===== src/design/cpu8eu_pkg.sv =====
// ----------------------------------------------------------------------------
// cpu8eu_pkg
// Shared types and constants of the 8-bit CPU execute unit.
// ----------------------------------------------------------------------------
package cpu8eu_pkg;

  localparam int STACK_DEPTH = 256;
  localparam int STACK_AW    = $clog2(STACK_DEPTH);
  localparam int BANK_DEPTH  = STACK_DEPTH / 2;
  localparam int BANK_AW     = STACK_AW - 1;

  localparam logic [7:0]  SP_RESET = 8'hFF;
  localparam logic [7:0]  SP_EMPTY = 8'hFF;
  localparam logic [7:0]  SP_FULL  = 8'h00;

  typedef enum logic [4:0] {
    FN_NOP      = 5'd0,
    FN_LOAD     = 5'd1,
    FN_STORE    = 5'd2,
    FN_AND      = 5'd3,
    FN_OR       = 5'd4,
    FN_XOR      = 5'd5,
    FN_ADC      = 5'd6,
    FN_COMPARE  = 5'd7,
    FN_INCMEM   = 5'd8,
    FN_DECMEM   = 5'd9,
    FN_INCREG   = 5'd10,
    FN_DECREG   = 5'd11,
    FN_BIT      = 5'd12,
    FN_ASL      = 5'd13,
    FN_LSR      = 5'd14,
    FN_PUSH     = 5'd15,
    FN_PULL     = 5'd16,
    FN_JMP      = 5'd17,
    FN_JSR      = 5'd18,
    FN_RTS      = 5'd19,
    FN_BRANCH   = 5'd20,
    FN_CLRFLAG  = 5'd21,
    FN_SETFLAG  = 5'd22,
    FN_TRANSFER = 5'd23
  } func_t;

  typedef enum logic [2:0] {
    RS_A  = 3'd0,
    RS_X  = 3'd1,
    RS_Y  = 3'd2,
    RS_SP = 3'd3,
    RS_P  = 3'd4
  } reg_sel_t;

  typedef enum logic [1:0] {
    TRAP_NONE      = 2'd0,
    TRAP_SEGV      = 2'd1,
    TRAP_OVERFLOW  = 2'd2,
    TRAP_UNDERFLOW = 2'd3
  } trap_t;

  typedef struct packed {
    logic [4:0]  func;
    logic [2:0]  src_reg;
    logic [2:0]  dst_reg;
    logic [2:0]  flag_bit;
    logic        br_on_set;
    logic [7:0]  operand;
    logic [15:0] eff_address;
    logic        acc_mode;
    logic        read_ok;
    logic [15:0] next_pc;
  } item_t;

  typedef struct packed {
    logic [7:0] a;
    logic [7:0] x;
    logic [7:0] y;
    logic [7:0] sp;
    logic [7:0] p;
  } regs_t;

  typedef struct packed {
    logic [15:0] new_pc;
    logic        mem_write;
    logic [15:0] write_address;
    logic [7:0]  write_data;
    trap_t       trap;
  } result_t;

  // Two stack writes per word at most, at sp and at sp - 1.
  typedef struct packed {
    logic       w0_en;
    logic [7:0] w0_addr;
    logic [7:0] w0_data;
    logic       w1_en;
    logic [7:0] w1_addr;
    logic [7:0] w1_data;
  } stk_wr_t;

endpackage


===== src/design/cpu8_execute_unit.sv =====
// ----------------------------------------------------------------------------
// cpu8_execute_unit
// Execute stage of an 8-bit CPU with its register file and stack page.
//
// Each word on the s_axis channel is one decoded instruction with its operand
// byte, effective address and next PC already resolved. Each word on the
// m_axis channel reports the registers after that instruction, the new PC,
// an optional data memory write and a trap code; exactly one result word is
// produced per instruction, in order.
// An instruction is captured in an input register, executed there once the
// output register is free, and its result is registered in the output
// register that drives m_axis. One instruction is accepted every cycle while
// the result words are taken. The
// stack page is split into even and odd banks, each with one read and one
// write port, so a subroutine call or return touches both bytes in a cycle;
// the stack bytes are read when an instruction is captured.
// Reset sets A, X, Y and P to zero, SP to 0xFF and marks every stack entry as
// zero. While m_axis_tready is low the result word is held,
// one more instruction may wait in the input register, and s_axis_tready
// then drops until the result is taken.
// ----------------------------------------------------------------------------
module cpu8_execute_unit (
  input  logic        clk,
  input  logic        rst,
  input  logic        s_axis_tvalid,
  output logic        s_axis_tready,
  // func[4:0], src_reg[7:5], dst_reg[10:8], flag_bit[13:11],
  // br_on_set[14], operand[22:15], eff_address[38:23], acc_mode[39],
  // read_ok[40], next_pc[56:41], zero[63:57].
  input  logic [63:0] s_axis_tdata,
  output logic        m_axis_tvalid,
  input  logic        m_axis_tready,
  // acc_out[7:0], x_out[15:8], y_out[23:16], sp_out[31:24],
  // status_out[39:32], new_pc[55:40], mem_write[56], write_address[72:57],
  // write_data[80:73], trap[82:81], zero[87:83].
  output logic [87:0] m_axis_tdata
);

  localparam int BAW = cpu8eu_pkg::BANK_AW;
  localparam int SAW = cpu8eu_pkg::STACK_AW;

  logic                  in_valid;
  cpu8eu_pkg::item_t     in_item;
  cpu8eu_pkg::regs_t     regs;
  cpu8eu_pkg::regs_t     regs_next;
  cpu8eu_pkg::result_t   res;
  cpu8eu_pkg::stk_wr_t   stk_wr;
  cpu8eu_pkg::regs_t     out_regs;
  cpu8eu_pkg::result_t   out_res;
  logic                  fire;
  logic                  accept;
  logic [7:0]            rd_base;
  logic [7:0]            rd_a0;
  logic [7:0]            rd_a1;
  logic                  rd_par;
  logic [7:0]            even_data;
  logic [7:0]            odd_data;
  logic [7:0]            stk_byte0;
  logic [7:0]            stk_byte1;
  logic                  even_we;
  logic [BAW-1:0]        even_waddr;
  logic [7:0]            even_wdata;
  logic                  odd_we;
  logic [BAW-1:0]        odd_waddr;
  logic [7:0]            odd_wdata;
  logic [BAW-1:0]        even_raddr;
  logic [BAW-1:0]        odd_raddr;

  assign fire          = in_valid && (!m_axis_tvalid || m_axis_tready);
  assign s_axis_tready = !in_valid || fire;
  assign accept        = s_axis_tvalid && s_axis_tready;

  always_ff @(posedge clk) begin
    if (rst) begin
      in_valid <= 1'b0;
    end else if (accept) begin
      in_valid <= 1'b1;
    end else if (fire) begin
      in_valid <= 1'b0;
    end
  end

  always_ff @(posedge clk) begin
    if (accept) begin
      in_item.func        <= s_axis_tdata[4:0];
      in_item.src_reg     <= s_axis_tdata[7:5];
      in_item.dst_reg     <= s_axis_tdata[10:8];
      in_item.flag_bit    <= s_axis_tdata[13:11];
      in_item.br_on_set   <= s_axis_tdata[14];
      in_item.operand     <= s_axis_tdata[22:15];
      in_item.eff_address <= s_axis_tdata[38:23];
      in_item.acc_mode    <= s_axis_tdata[39];
      in_item.read_ok     <= s_axis_tdata[40];
      in_item.next_pc     <= s_axis_tdata[56:41];
    end
  end

  cpu8eu_exec u_exec (
    .item      (in_item),
    .regs      (regs),
    .stk_byte0 (stk_byte0),
    .stk_byte1 (stk_byte1),
    .regs_next (regs_next),
    .res       (res),
    .stk_wr    (stk_wr)
  );

  always_ff @(posedge clk) begin
    if (rst) begin
      regs.a  <= 8'h00;
      regs.x  <= 8'h00;
      regs.y  <= 8'h00;
      regs.sp <= cpu8eu_pkg::SP_RESET;
      regs.p  <= 8'h00;
    end else if (fire) begin
      regs <= regs_next;
    end
  end

  // The next word reads the two bytes above the stack pointer it will see.
  assign rd_base = fire ? regs_next.sp : regs.sp;
  assign rd_a0   = rd_base + 8'd1;
  assign rd_a1   = rd_base + 8'd2;

  assign even_raddr = rd_a0[0] ? rd_a1[SAW-1:1] : rd_a0[SAW-1:1];
  assign odd_raddr  = rd_a0[0] ? rd_a0[SAW-1:1] : rd_a1[SAW-1:1];

  always_ff @(posedge clk) begin
    if (accept) begin
      rd_par <= rd_a0[0];
    end
  end

  assign stk_byte0 = rd_par ? odd_data : even_data;
  assign stk_byte1 = rd_par ? even_data : odd_data;

  always_comb begin
    even_we    = 1'b0;
    even_waddr = '0;
    even_wdata = '0;
    odd_we     = 1'b0;
    odd_waddr  = '0;
    odd_wdata  = '0;
    if (fire && stk_wr.w0_en) begin
      if (stk_wr.w0_addr[0]) begin
        odd_we    = 1'b1;
        odd_waddr = stk_wr.w0_addr[SAW-1:1];
        odd_wdata = stk_wr.w0_data;
      end else begin
        even_we    = 1'b1;
        even_waddr = stk_wr.w0_addr[SAW-1:1];
        even_wdata = stk_wr.w0_data;
      end
    end
    if (fire && stk_wr.w1_en) begin
      if (stk_wr.w1_addr[0]) begin
        odd_we    = 1'b1;
        odd_waddr = stk_wr.w1_addr[SAW-1:1];
        odd_wdata = stk_wr.w1_data;
      end else begin
        even_we    = 1'b1;
        even_waddr = stk_wr.w1_addr[SAW-1:1];
        even_wdata = stk_wr.w1_data;
      end
    end
  end

  cpu8eu_stack_bank u_even_bank (
    .clk     (clk),
    .rst     (rst),
    .wr_en   (even_we),
    .wr_addr (even_waddr),
    .wr_data (even_wdata),
    .rd_en   (accept),
    .rd_addr (even_raddr),
    .rd_data (even_data)
  );

  cpu8eu_stack_bank u_odd_bank (
    .clk     (clk),
    .rst     (rst),
    .wr_en   (odd_we),
    .wr_addr (odd_waddr),
    .wr_data (odd_wdata),
    .rd_en   (accept),
    .rd_addr (odd_raddr),
    .rd_data (odd_data)
  );

  always_ff @(posedge clk) begin
    if (rst) begin
      m_axis_tvalid <= 1'b0;
    end else if (fire) begin
      m_axis_tvalid <= 1'b1;
    end else if (m_axis_tready) begin
      m_axis_tvalid <= 1'b0;
    end
  end

  always_ff @(posedge clk) begin
    if (fire) begin
      out_regs <= regs_next;
      out_res  <= res;
    end
  end

  assign m_axis_tdata = {5'b00000, out_res.trap, out_res.write_data, out_res.write_address,
                         out_res.mem_write, out_res.new_pc, out_regs.p, out_regs.sp,
                         out_regs.y, out_regs.x, out_regs.a};

endmodule


===== src/design/cpu8eu_stack_bank.sv =====
// ----------------------------------------------------------------------------
// cpu8eu_stack_bank
// One half of the stack page, holding either the even or the odd entries.
// Entries read as zero until written; reads are registered and see a write
// at the same edge.
// ----------------------------------------------------------------------------
module cpu8eu_stack_bank (
  input  logic                            clk,
  input  logic                            rst,
  input  logic                            wr_en,
  input  logic [cpu8eu_pkg::BANK_AW-1:0]  wr_addr,
  input  logic [7:0]                      wr_data,
  input  logic                            rd_en,
  input  logic [cpu8eu_pkg::BANK_AW-1:0]  rd_addr,
  output logic [7:0]                      rd_data
);

  logic [7:0]                          mem [cpu8eu_pkg::BANK_DEPTH];
  logic [cpu8eu_pkg::BANK_DEPTH-1:0]   valid;

  always_ff @(posedge clk) begin
    if (wr_en) begin
      mem[wr_addr] <= wr_data;
    end
  end

  always_ff @(posedge clk) begin
    if (rst) begin
      valid <= '0;
    end else if (wr_en) begin
      valid[wr_addr] <= 1'b1;
    end
  end

  always_ff @(posedge clk) begin
    if (rd_en) begin
      if (wr_en && (wr_addr == rd_addr)) begin
        rd_data <= wr_data;
      end else if (valid[rd_addr]) begin
        rd_data <= mem[rd_addr];
      end else begin
        rd_data <= '0;
      end
    end
  end

endmodule


===== src/design/cpu8eu_exec.sv =====
// ----------------------------------------------------------------------------
// cpu8eu_exec
// Combinational execute logic: one decoded word against the register file
// and the two stack bytes above the stack pointer.
// ----------------------------------------------------------------------------
module cpu8eu_exec (
  input  cpu8eu_pkg::item_t    item,
  input  cpu8eu_pkg::regs_t    regs,
  input  logic [7:0]           stk_byte0,
  input  logic [7:0]           stk_byte1,
  output cpu8eu_pkg::regs_t    regs_next,
  output cpu8eu_pkg::result_t  res,
  output cpu8eu_pkg::stk_wr_t  stk_wr
);

  function automatic logic [7:0] set_nz(logic [7:0] p, logic [7:0] v);
    logic [7:0] q;
    q    = p;
    q[7] = v[7];
    q[1] = (v == 8'h00);
    return q;
  endfunction

  function automatic logic [7:0] read_reg(cpu8eu_pkg::regs_t r, logic [2:0] sel);
    logic [7:0] v;
    unique case (cpu8eu_pkg::reg_sel_t'(sel))
      cpu8eu_pkg::RS_A:  v = r.a;
      cpu8eu_pkg::RS_X:  v = r.x;
      cpu8eu_pkg::RS_Y:  v = r.y;
      cpu8eu_pkg::RS_SP: v = r.sp;
      cpu8eu_pkg::RS_P:  v = r.p;
      default:           v = 8'h00;
    endcase
    return v;
  endfunction

  function automatic cpu8eu_pkg::regs_t write_reg(cpu8eu_pkg::regs_t r, logic [2:0] sel,
                                                  logic [7:0] v);
    cpu8eu_pkg::regs_t q;
    q = r;
    unique case (cpu8eu_pkg::reg_sel_t'(sel))
      cpu8eu_pkg::RS_A: begin
        q.a = v;
        q.p = set_nz(q.p, v);
      end
      cpu8eu_pkg::RS_X: begin
        q.x = v;
        q.p = set_nz(q.p, v);
      end
      cpu8eu_pkg::RS_Y: begin
        q.y = v;
        q.p = set_nz(q.p, v);
      end
      cpu8eu_pkg::RS_SP: q.sp = v;
      cpu8eu_pkg::RS_P:  q.p  = v;
      default:           q    = r;
    endcase
    return q;
  endfunction

  always_comb begin
    cpu8eu_pkg::regs_t rn;
    logic              reads;
    logic [8:0]        sum;
    logic [7:0]        r;
    logic [7:0]        v;
    logic [7:0]        lo;
    logic [7:0]        hi;
    logic [15:0]       ret;
    logic [7:0]        m;

    rn         = regs;
    m          = item.operand;
    res        = '0;
    res.new_pc = item.next_pc;
    res.trap   = cpu8eu_pkg::TRAP_NONE;
    stk_wr     = '0;
    sum        = '0;
    r          = '0;
    v          = '0;
    lo         = '0;
    hi         = '0;
    ret        = '0;

    unique case (cpu8eu_pkg::func_t'(item.func))
      cpu8eu_pkg::FN_LOAD, cpu8eu_pkg::FN_AND, cpu8eu_pkg::FN_OR, cpu8eu_pkg::FN_XOR,
      cpu8eu_pkg::FN_ADC, cpu8eu_pkg::FN_COMPARE, cpu8eu_pkg::FN_INCMEM,
      cpu8eu_pkg::FN_DECMEM, cpu8eu_pkg::FN_BIT: reads = 1'b1;
      cpu8eu_pkg::FN_ASL, cpu8eu_pkg::FN_LSR:    reads = !item.acc_mode;
      default:                                   reads = 1'b0;
    endcase

    if (reads && !item.read_ok) begin
      res.trap = cpu8eu_pkg::TRAP_SEGV;
    end else begin
      unique case (cpu8eu_pkg::func_t'(item.func))
        cpu8eu_pkg::FN_LOAD: rn = write_reg(regs, item.dst_reg, m);
        cpu8eu_pkg::FN_STORE: begin
          res.mem_write     = 1'b1;
          res.write_address = item.eff_address;
          res.write_data    = read_reg(regs, item.src_reg);
        end
        cpu8eu_pkg::FN_AND: begin
          rn.a = regs.a & m;
          rn.p = set_nz(regs.p, rn.a);
        end
        cpu8eu_pkg::FN_OR: begin
          rn.a = regs.a | m;
          rn.p = set_nz(regs.p, rn.a);
        end
        cpu8eu_pkg::FN_XOR: begin
          rn.a = regs.a ^ m;
          rn.p = set_nz(regs.p, rn.a);
        end
        cpu8eu_pkg::FN_ADC: begin
          sum     = {1'b0, regs.a} + {1'b0, m} + {8'h00, regs.p[0]};
          r       = sum[7:0];
          rn.p[0] = sum[8];
          rn.p[6] = (regs.a[7] ^ r[7]) & (m[7] ^ r[7]);
          rn.a    = r;
          rn.p    = set_nz(rn.p, r);
        end
        cpu8eu_pkg::FN_COMPARE: begin
          v       = read_reg(regs, item.src_reg);
          rn.p    = set_nz(regs.p, v - m);
          rn.p[0] = (v >= m);
        end
        cpu8eu_pkg::FN_INCMEM, cpu8eu_pkg::FN_DECMEM: begin
          r = (cpu8eu_pkg::func_t'(item.func) == cpu8eu_pkg::FN_INCMEM) ? m + 8'd1 : m - 8'd1;
          rn.p              = set_nz(regs.p, r);
          res.mem_write     = 1'b1;
          res.write_address = item.eff_address;
          res.write_data    = r;
        end
        cpu8eu_pkg::FN_INCREG:
          rn = write_reg(regs, item.dst_reg, read_reg(regs, item.dst_reg) + 8'd1);
        cpu8eu_pkg::FN_DECREG:
          rn = write_reg(regs, item.dst_reg, read_reg(regs, item.dst_reg) - 8'd1);
        cpu8eu_pkg::FN_BIT: begin
          rn.p[7:6] = m[7:6];
          rn.p[1]   = ((regs.a & m) == 8'h00);
        end
        cpu8eu_pkg::FN_ASL, cpu8eu_pkg::FN_LSR: begin
          v = item.acc_mode ? regs.a : m;
          if (cpu8eu_pkg::func_t'(item.func) == cpu8eu_pkg::FN_ASL) begin
            rn.p[0] = v[7];
            r       = {v[6:0], 1'b0};
          end else begin
            rn.p[0] = v[0];
            r       = {1'b0, v[7:1]};
          end
          rn.p = set_nz(rn.p, r);
          if (item.acc_mode) begin
            rn.a = r;
          end else begin
            res.mem_write     = 1'b1;
            res.write_address = item.eff_address;
            res.write_data    = r;
          end
        end
        cpu8eu_pkg::FN_PUSH: begin
          if (regs.sp == cpu8eu_pkg::SP_FULL) begin
            res.trap = cpu8eu_pkg::TRAP_OVERFLOW;
          end else begin
            stk_wr.w0_en   = 1'b1;
            stk_wr.w0_addr = regs.sp;
            stk_wr.w0_data = read_reg(regs, item.src_reg);
            rn.sp          = regs.sp - 8'd1;
          end
        end
        cpu8eu_pkg::FN_PULL: begin
          if (regs.sp == cpu8eu_pkg::SP_EMPTY) begin
            res.trap = cpu8eu_pkg::TRAP_UNDERFLOW;
            v        = 8'h00;
          end else begin
            rn.sp = regs.sp + 8'd1;
            v     = stk_byte0;
          end
          rn = write_reg(rn, item.dst_reg, v);
        end
        cpu8eu_pkg::FN_JMP: res.new_pc = item.eff_address;
        cpu8eu_pkg::FN_JSR: begin
          ret = item.next_pc - 16'd1;
          if (regs.sp == cpu8eu_pkg::SP_FULL) begin
            res.trap = cpu8eu_pkg::TRAP_OVERFLOW;
          end else begin
            stk_wr.w0_en   = 1'b1;
            stk_wr.w0_addr = regs.sp;
            stk_wr.w0_data = ret[15:8];
            if (regs.sp == 8'd1) begin
              res.trap = cpu8eu_pkg::TRAP_OVERFLOW;
              rn.sp    = cpu8eu_pkg::SP_FULL;
            end else begin
              stk_wr.w1_en   = 1'b1;
              stk_wr.w1_addr = regs.sp - 8'd1;
              stk_wr.w1_data = ret[7:0];
              rn.sp          = regs.sp - 8'd2;
            end
          end
          res.new_pc = item.eff_address;
        end
        cpu8eu_pkg::FN_RTS: begin
          if (regs.sp == cpu8eu_pkg::SP_EMPTY) begin
            res.trap = cpu8eu_pkg::TRAP_UNDERFLOW;
          end else if (regs.sp == cpu8eu_pkg::SP_EMPTY - 8'd1) begin
            lo       = stk_byte0;
            rn.sp    = cpu8eu_pkg::SP_EMPTY;
            res.trap = cpu8eu_pkg::TRAP_UNDERFLOW;
          end else begin
            lo    = stk_byte0;
            hi    = stk_byte1;
            rn.sp = regs.sp + 8'd2;
          end
          res.new_pc = {hi, lo} + 16'd1;
        end
        cpu8eu_pkg::FN_BRANCH: begin
          if (regs.p[item.flag_bit] == item.br_on_set) begin
            res.new_pc = item.next_pc + {{8{m[7]}}, m};
          end
        end
        cpu8eu_pkg::FN_CLRFLAG: rn.p[item.flag_bit] = 1'b0;
        cpu8eu_pkg::FN_SETFLAG: rn.p[item.flag_bit] = 1'b1;
        cpu8eu_pkg::FN_TRANSFER:
          rn = write_reg(regs, item.dst_reg, read_reg(regs, item.src_reg));
        default: rn = regs;
      endcase
    end

    regs_next = rn;
  end

endmodule

===== config.mk =====
export PLATFORM = sky130hd
export DESIGN_NAME = cpu8_execute_unit
export DESIGN_NICKNAME = d
export VERILOG_FILES = /design/src/design/cpu8eu_pkg.sv /design/src/design/cpu8_execute_unit.sv /design/src/design/cpu8eu_stack_bank.sv /design/src/design/cpu8eu_exec.sv
export SDC_FILE = /design/constraint.sdc
export NUM_CORES = 2
export LEC_CHECK = 0
export BUFFER_PORTS_ARGS = -buffer_cell sky130_fd_sc_hd__buf_2
export CAP_MARGIN = 20
export CORE_MARGIN = 2
export CORE_UTILIZATION = 60
export DETAILED_ROUTE_END_ITERATION = 12
export GPL_ROUTABILITY_DRIVEN = 0
export GPL_TIMING_DRIVEN = 0
export PLACE_DENSITY = 0.72
export SYNTH_ARGS = -nofsm -noshare
export SYNTH_HDL_FRONTEND = slang
export SYNTH_HIERARCHICAL = 1
export SYNTH_SLANG_ARGS = --single-unit

===== constraint.sdc =====
create_clock -name clk -period 6.4 [get_ports clk]
set_clock_uncertainty 0.05 [all_clocks]
set_input_delay 0.64 -clock clk [delete_from_list [all_inputs] [get_ports clk]]
set_output_delay 0.64 -clock clk [all_outputs]
set_load 0.02 [all_outputs]

After elaboration in Yosys (flattened, before gate mapping) --
Memories as Yosys holds them, arrays and structs flattened. Index checks and enable logic that the tools add are counted.
Word-level totals: word-level logic and storage cells 283, bits in read-only memories 0, bits in latches 0, register bits after elaboration 455, output and inout port bits 90, memories kept 2, memory bits (writable) 2048
Memory list:
- u_even_bank.mem | words 128, bits a word 8, read ports 1, clocked after Yosys merged registers in 0, write ports 1, RTL line cpu8eu_stack_bank.sv:18 | logic [7:0] mem [cpu8eu_pkg::BANK_DEPTH];
- u_odd_bank.mem | words 128, bits a word 8, read ports 1, clocked after Yosys merged registers in 0, write ports 1, RTL line cpu8eu_stack_bank.sv:18
Cells by class: shift-type cells 0, bitwise logic cells 11, $add $sub $neg 16, reduce and logical (&&, ||, !) cells 39, mux-type cells 137, multiply operators 0, div/mod/pow operators 0, eq/ne operators 37, $lt $le $gt $ge 9
Operator list (count):
- 8-bit 2-to-1 mux | 64
- 128-bit OR | 2
- 8-bit logical NOT | 13
- 16-bit one-hot mux with 5 select lines | 1
- 8-bit one-hot mux with 10 select lines | 1
- 8-bit one-hot mux with 2 select lines | 5
- 8-bit one-hot mux with 5 select lines | 2
- 25-bit one-hot mux with 3 select lines | 1
- 7-bit 2-to-1 mux | 10
- 34-bit 2-to-1 mux | 2
- 8-bit one-hot mux with 8 select lines | 1
- 17-bit 2-to-1 mux | 3
- 16-bit one-hot mux with 3 select lines | 1
- 41-bit 2-to-1 mux | 1
- 5-bit by 4-bit == test with 1-bit output, second input constant | 8
- 5-bit == test, second input constant | 8
- 40-bit 2-to-1 mux | 1
- 17-bit one-hot mux with 2 select lines | 1
- 8-bit by 1-bit adder with 8-bit output, second input constant | 4
- 7-bit by 8-bit less-than comparator with 1-bit output, second input constant | 4
- 2-bit one-hot mux with 15 select lines | 1
- 4-bit one-hot mux with 7 select lines | 1
- 25-bit 2-to-1 mux | 1
- 8-bit by 1-bit subtractor with 8-bit output, second input constant | 3
- other kinds (47) | 110

Logic depth before layout (Yosys ltp) --
depth in word-level cells 17, depth in mapped cells 31, mapped depth without buffers 25

Modules after synthesis --
Netlist, hierarchy kept.
By module, submodules not included:
- cpu8eu_stack_bank at u_odd_bank | area an instance 45214.6 sq um, times used 1, sequential area each 33552.2 sq um, cells an instance 2334
- cpu8eu_stack_bank at u_even_bank | area an instance 45006.9 sq um, times used 1, sequential area each 33552.2 sq um, cells an instance 2352
- cpu8eu_exec | area an instance 8426.8 sq um, times used 1, sequential area each 0.0 sq um, cells an instance 1337
- cpu8_execute_unit | area an instance 6767.7 sq um, times used 1, sequential area each 5074.9 sq um, cells an instance 441

Least setup slack after synthesis --
No wires, ideal clock.
kind flip-flop to flip-flop, start register in_item[53] (netlist name), end register u_even_bank.rd_data[3], data pin, buffers on the path 5, path slack 0.797 ns, cell stages (with the launch flop) 26, required time 6.087 ns, setup time 0.263 ns, arrival 5.290 ns, cell sequence edfxtp_1 > nand2_1 > o21ai_0 > a2111oi_0 > clkbuf_1 > nand2b_1 > clkbuf_1 > nor2_1 > a32oi_1 > mux2i_1 > inv_1 > ha_1 > nand2_1 > a211oi_1 > nor2_1 > a21o_1 > xor2_1 > buf_2 > buf_2 > inv_2 > buf_2 > mux4_2 > a21oi_1 > a32oi_1 > nand3_1 > o21ai_1
RTL lines:
- start: declaration | RTL line cpu8_execute_unit.sv:43 | cpu8eu_pkg::item_t in_item;
- end signal: assignment | RTL line cpu8eu_stack_bank.sv:38 | rd_data <= wr_data;
- end signal: assignment | RTL line cpu8eu_stack_bank.sv:40 | rd_data <= mem[rd_addr];
- end: declaration | RTL line cpu8eu_stack_bank.sv:15 | output logic [7:0] rd_data

==> impl_metrics.yaml <==
cells_and_area:
  ff_latch_area_mm2: 0.0722
  area_delta_synth_final_pct: 14.9
  fin_util: 0.695
  final.fill_count: 11000
  drive_above_1_share: 0.249
  nets: 7124
  multi_input_area_mm2: 0.0324
timing:
  hold_viol_final: 0
  slew_headroom: 0.0589
  finalWorstSetupSlack_ps: -189
  setup_viol: 155
  slew_violations: 0
  min_period_over_period: 1.03
  tns_ps: -12910
  min_period_ps: 6590
  fmax_mhz: 152
  worst-slew-pin-transition_ps: 1410
  rsz0062_at_grt: "yes"
synthesis:
  synthFlopType: "edfxtp_1"
  async_flop_share: 0
  synth-warning-count: 6
  yosysMostFrequentCell: "edfxtp_1"
  synth_top_area_frac: 0.628
  syn_inst: 6464
  synth_area_per_cell_um2: 16.3
  ys_seq_area_frac: 0.685
  netlist_area_mm2: 0.105
  synth-edff-count: 2205
  ys_ff_latch: 2503
  netlist_top_cells_area: "edfxtp_1 (63%), mux4_2 (12%), dfxtp_1 (5.7%)"
  yosys.area.top_type: "edfxtp_1"
  ys_top_cells_by_count: "edfxtp_1 (2205), nor2_1 (932), mux4_2 (567)"
  ys_types: 116
outcome:
  outcome: "finished, violations left"
  violations: "setup timing"
global_routing:
  gr-max-usage-layer: "met2"
  overflow: 0
  antenna_found_initial: 4
  grt_use_met3: 0.0900
  grt_pass1_wl_mm: 440
  grtUsageMet2: 0.517
  grt_pass1_vias: 63200
  grt_max_degree: 109
  grt_usage: 0.341
  met1_usage: 0.458
worst_setup_path:
  start_kind: "flip-flop"
  r2r.worst_path.cells: 18
  timing.rr.end: "u_even_bank/valid[88]"
  crit_path_end_kind: "flip-flop"
  r2r_setup_slack_ps: -190
  critPathArrivalTime_ps: 7290
  worst-setup-path-type: "flip-flop to flip-flop"
  timing.rr.start: "in_item[56]"
  required_ps: 7100
  crit_fanout: 10
floorplan:
  rows: 153
  fp.dieW_um: 423
  die-area_mm2: 0.179
  fp.coreArea_mm2: 0.174
  start_util: 0.605
  num_io_pins: 158
  die_y_um: 423
clock_network:
  clock-sinks: 2503
  cts_made_buffers: 234
  cts_tree: "done"
  clk_pin_slew_ps: 70
  htree_levels: 4
  cts_buffer_depth: 3
  worstSkewPairLatency_ps: 890
  cts-root-buf: "clkbuf_16"
placed_design:
  port_buffers: 145
  hpwl_mm: 206
pwr:
  ir_worst_vdd_mv: 0.299
  p_leak_nw: 38.2
  powerDensity_mw_per_mm2: 315
route:
  vias: 66000
  drt-pass1-iter-count: 9
  drc_errors: 0
  drt_iter0_markers: 10900
  ant_nets: 0
  totalWireLength_mm: 308
  viasPerCell: 6.92
  wl_per_cell_um: 32.3
min_path:
  min_delay_worst_endpoint: "regs[15]"
  min_path_type: "primary input to flip-flop"
  worstHoldStart: "rst"
  worstHoldPathCells: 2
run:
  drv_cap: 0
==> sequential cells by signal, indices dropped and copies added (netlist names) <==
| name | count |
|---|---|
| u_odd_bank/rd_data | 8 |
| in_valid | 1 |
| m_axis_tdata | 83 |
| regs | 40 |
| u_odd_bank/mem | 1024 |
| rd_par | 1 |
| in_item | 57 |
| m_axis_tvalid | 1 |
| u_even_bank/valid | 128 |
| u_odd_bank/valid | 128 |
| u_even_bank/rd_data | 8 |
| u_even_bank/mem | 1024 |
==> critical path, cell delays in order, from the launching register on <==
cell and delay [ps]:
edfxtp_1 350, buf_2 210, or3b_2 540, nor2_2 250, o21ai_2 130, clkbuf_1 250
clkbuf_1 280, nor2_1 300, nor2_4 130, nor3_4 380, buf_6 210, a22o_1 540
clkbuf_1 540, nor2_1 170, nand2_1 260, buf_1 970, nor2_1 540, nor2_1 290
nor2_1 80
==> repair_timing <==
item	CTS	global route
cloned	0	1
endpoints found under the hold margin	58	0
hold buffers	58	0
gates resized for setup	411	198
setup endpoints to repair	824	635
setup buffers	24	16
pin swaps	42	43
==> power by group <==
part           total (mW)  leakage (nW)  switching, mW  internal [mW]
registers            17.7          22.1         0.0841           17.6
clock network        14.1          3.88           6.11           7.95
logic                6.42          12.2           4.08           2.34
==> stage by stage <==
stage | instances | total power [mW] | cell area, um2 | setup WS, ps | hold WS [ps]
after detailed placement | 8971 | 23.3 | 110000 | -2700 | 403
after global routing | 9526 | 39.0 | 121000 | -257 | 266
after global placement | 8938 | 23.2 | 109000 | -3310 | 390
after CTS | 9495 | 37.8 | 120000 | 9.18 | 226
final | 9529 | 38.2 | 121000 | -189 | 306
after floorplan | 6468 | 21.2 | 105000 | 797 | 382
==> routing by layer <==
metal | vias up | share of wire | wire, um
met5 | - | 0.000075 | 23
met4 | 4 | 0.065 | 20100
met3 | 1114 | 0.13 | 38700
met2 | 4965 | 0.45 | 140000
met1 | 33300 | 0.35 | 109000
li1 | 26600 | - | -
==> worst max-delay path by stage <==
stage                start                      to  slack (ps)  cells after the start
2_1_floorplan  in_item[53]  u_even_bank/rd_data[3]         800                     25
3_3_place_gp       regs[9]   u_odd_bank/rd_data[1]       -3310                     25
3_5_place_dp   in_item[53]   u_odd_bank/rd_data[1]       -2700                     25
4_1_cts        in_item[46]  u_even_bank/rd_data[0]           9                     29
5_1_grt        in_item[56]  u_even_bank/mem[39][5]        -260                     15
6_report       in_item[56]   u_even_bank/valid[88]        -190                     18
==> cell type report <==
cell class              instances  share of cell area
multi-input cells            3522               0.267
clock inverters               131              0.0110
clock buffers                 317              0.0542
diodes                          3           0.0000620
plain buffers                 360              0.0244
repair buffers                295              0.0207
well taps                    2325              0.0240
inverters                      73             0.00236
flip-flops and latches       2503               0.596
==> kinds of logic after synthesis <==
logic type / after synthesis / share of synthesized area
other cells: 1 / 0.0000356
compound gates: 913 / 0.0617
xor+xnor: 93 / 0.00773
mux: 767 / 0.142
fa+ha+maj: 68 / 0.00840
simple gates: 1676 / 0.0703
buf+inv: 443 / 0.0247
flops: 2503 / 0.685
==> placed cells by master, fill, tap and decap left out, types with 46 or more instances in the layout <==
cell	netlist	layout
nor2_1	932	884
o21ai_0	109	93
a21oi_1	204	181
nand3_1	84	75
nand2b_1	54	51
nor2b_1	67	63
nor2_2	1	46
nor3_1	58	53
dlygate4sd3_1	2	58
inv_1	67	63
a22oi_1	86	74
clkinv_2	0	55
dfxtp_1	298	292
xnor2_1	57	51
mux2i_1	146	135
ha_1	62	58
clkbuf_16	0	240
nand2_1	291	282
buf_4	54	100
mux4_2	567	567
clkbuf_1	179	154
buf_2	64	177
buf_6	43	73
edfxtp_1	2205	2205
Power figures use the tool's default switching activity.
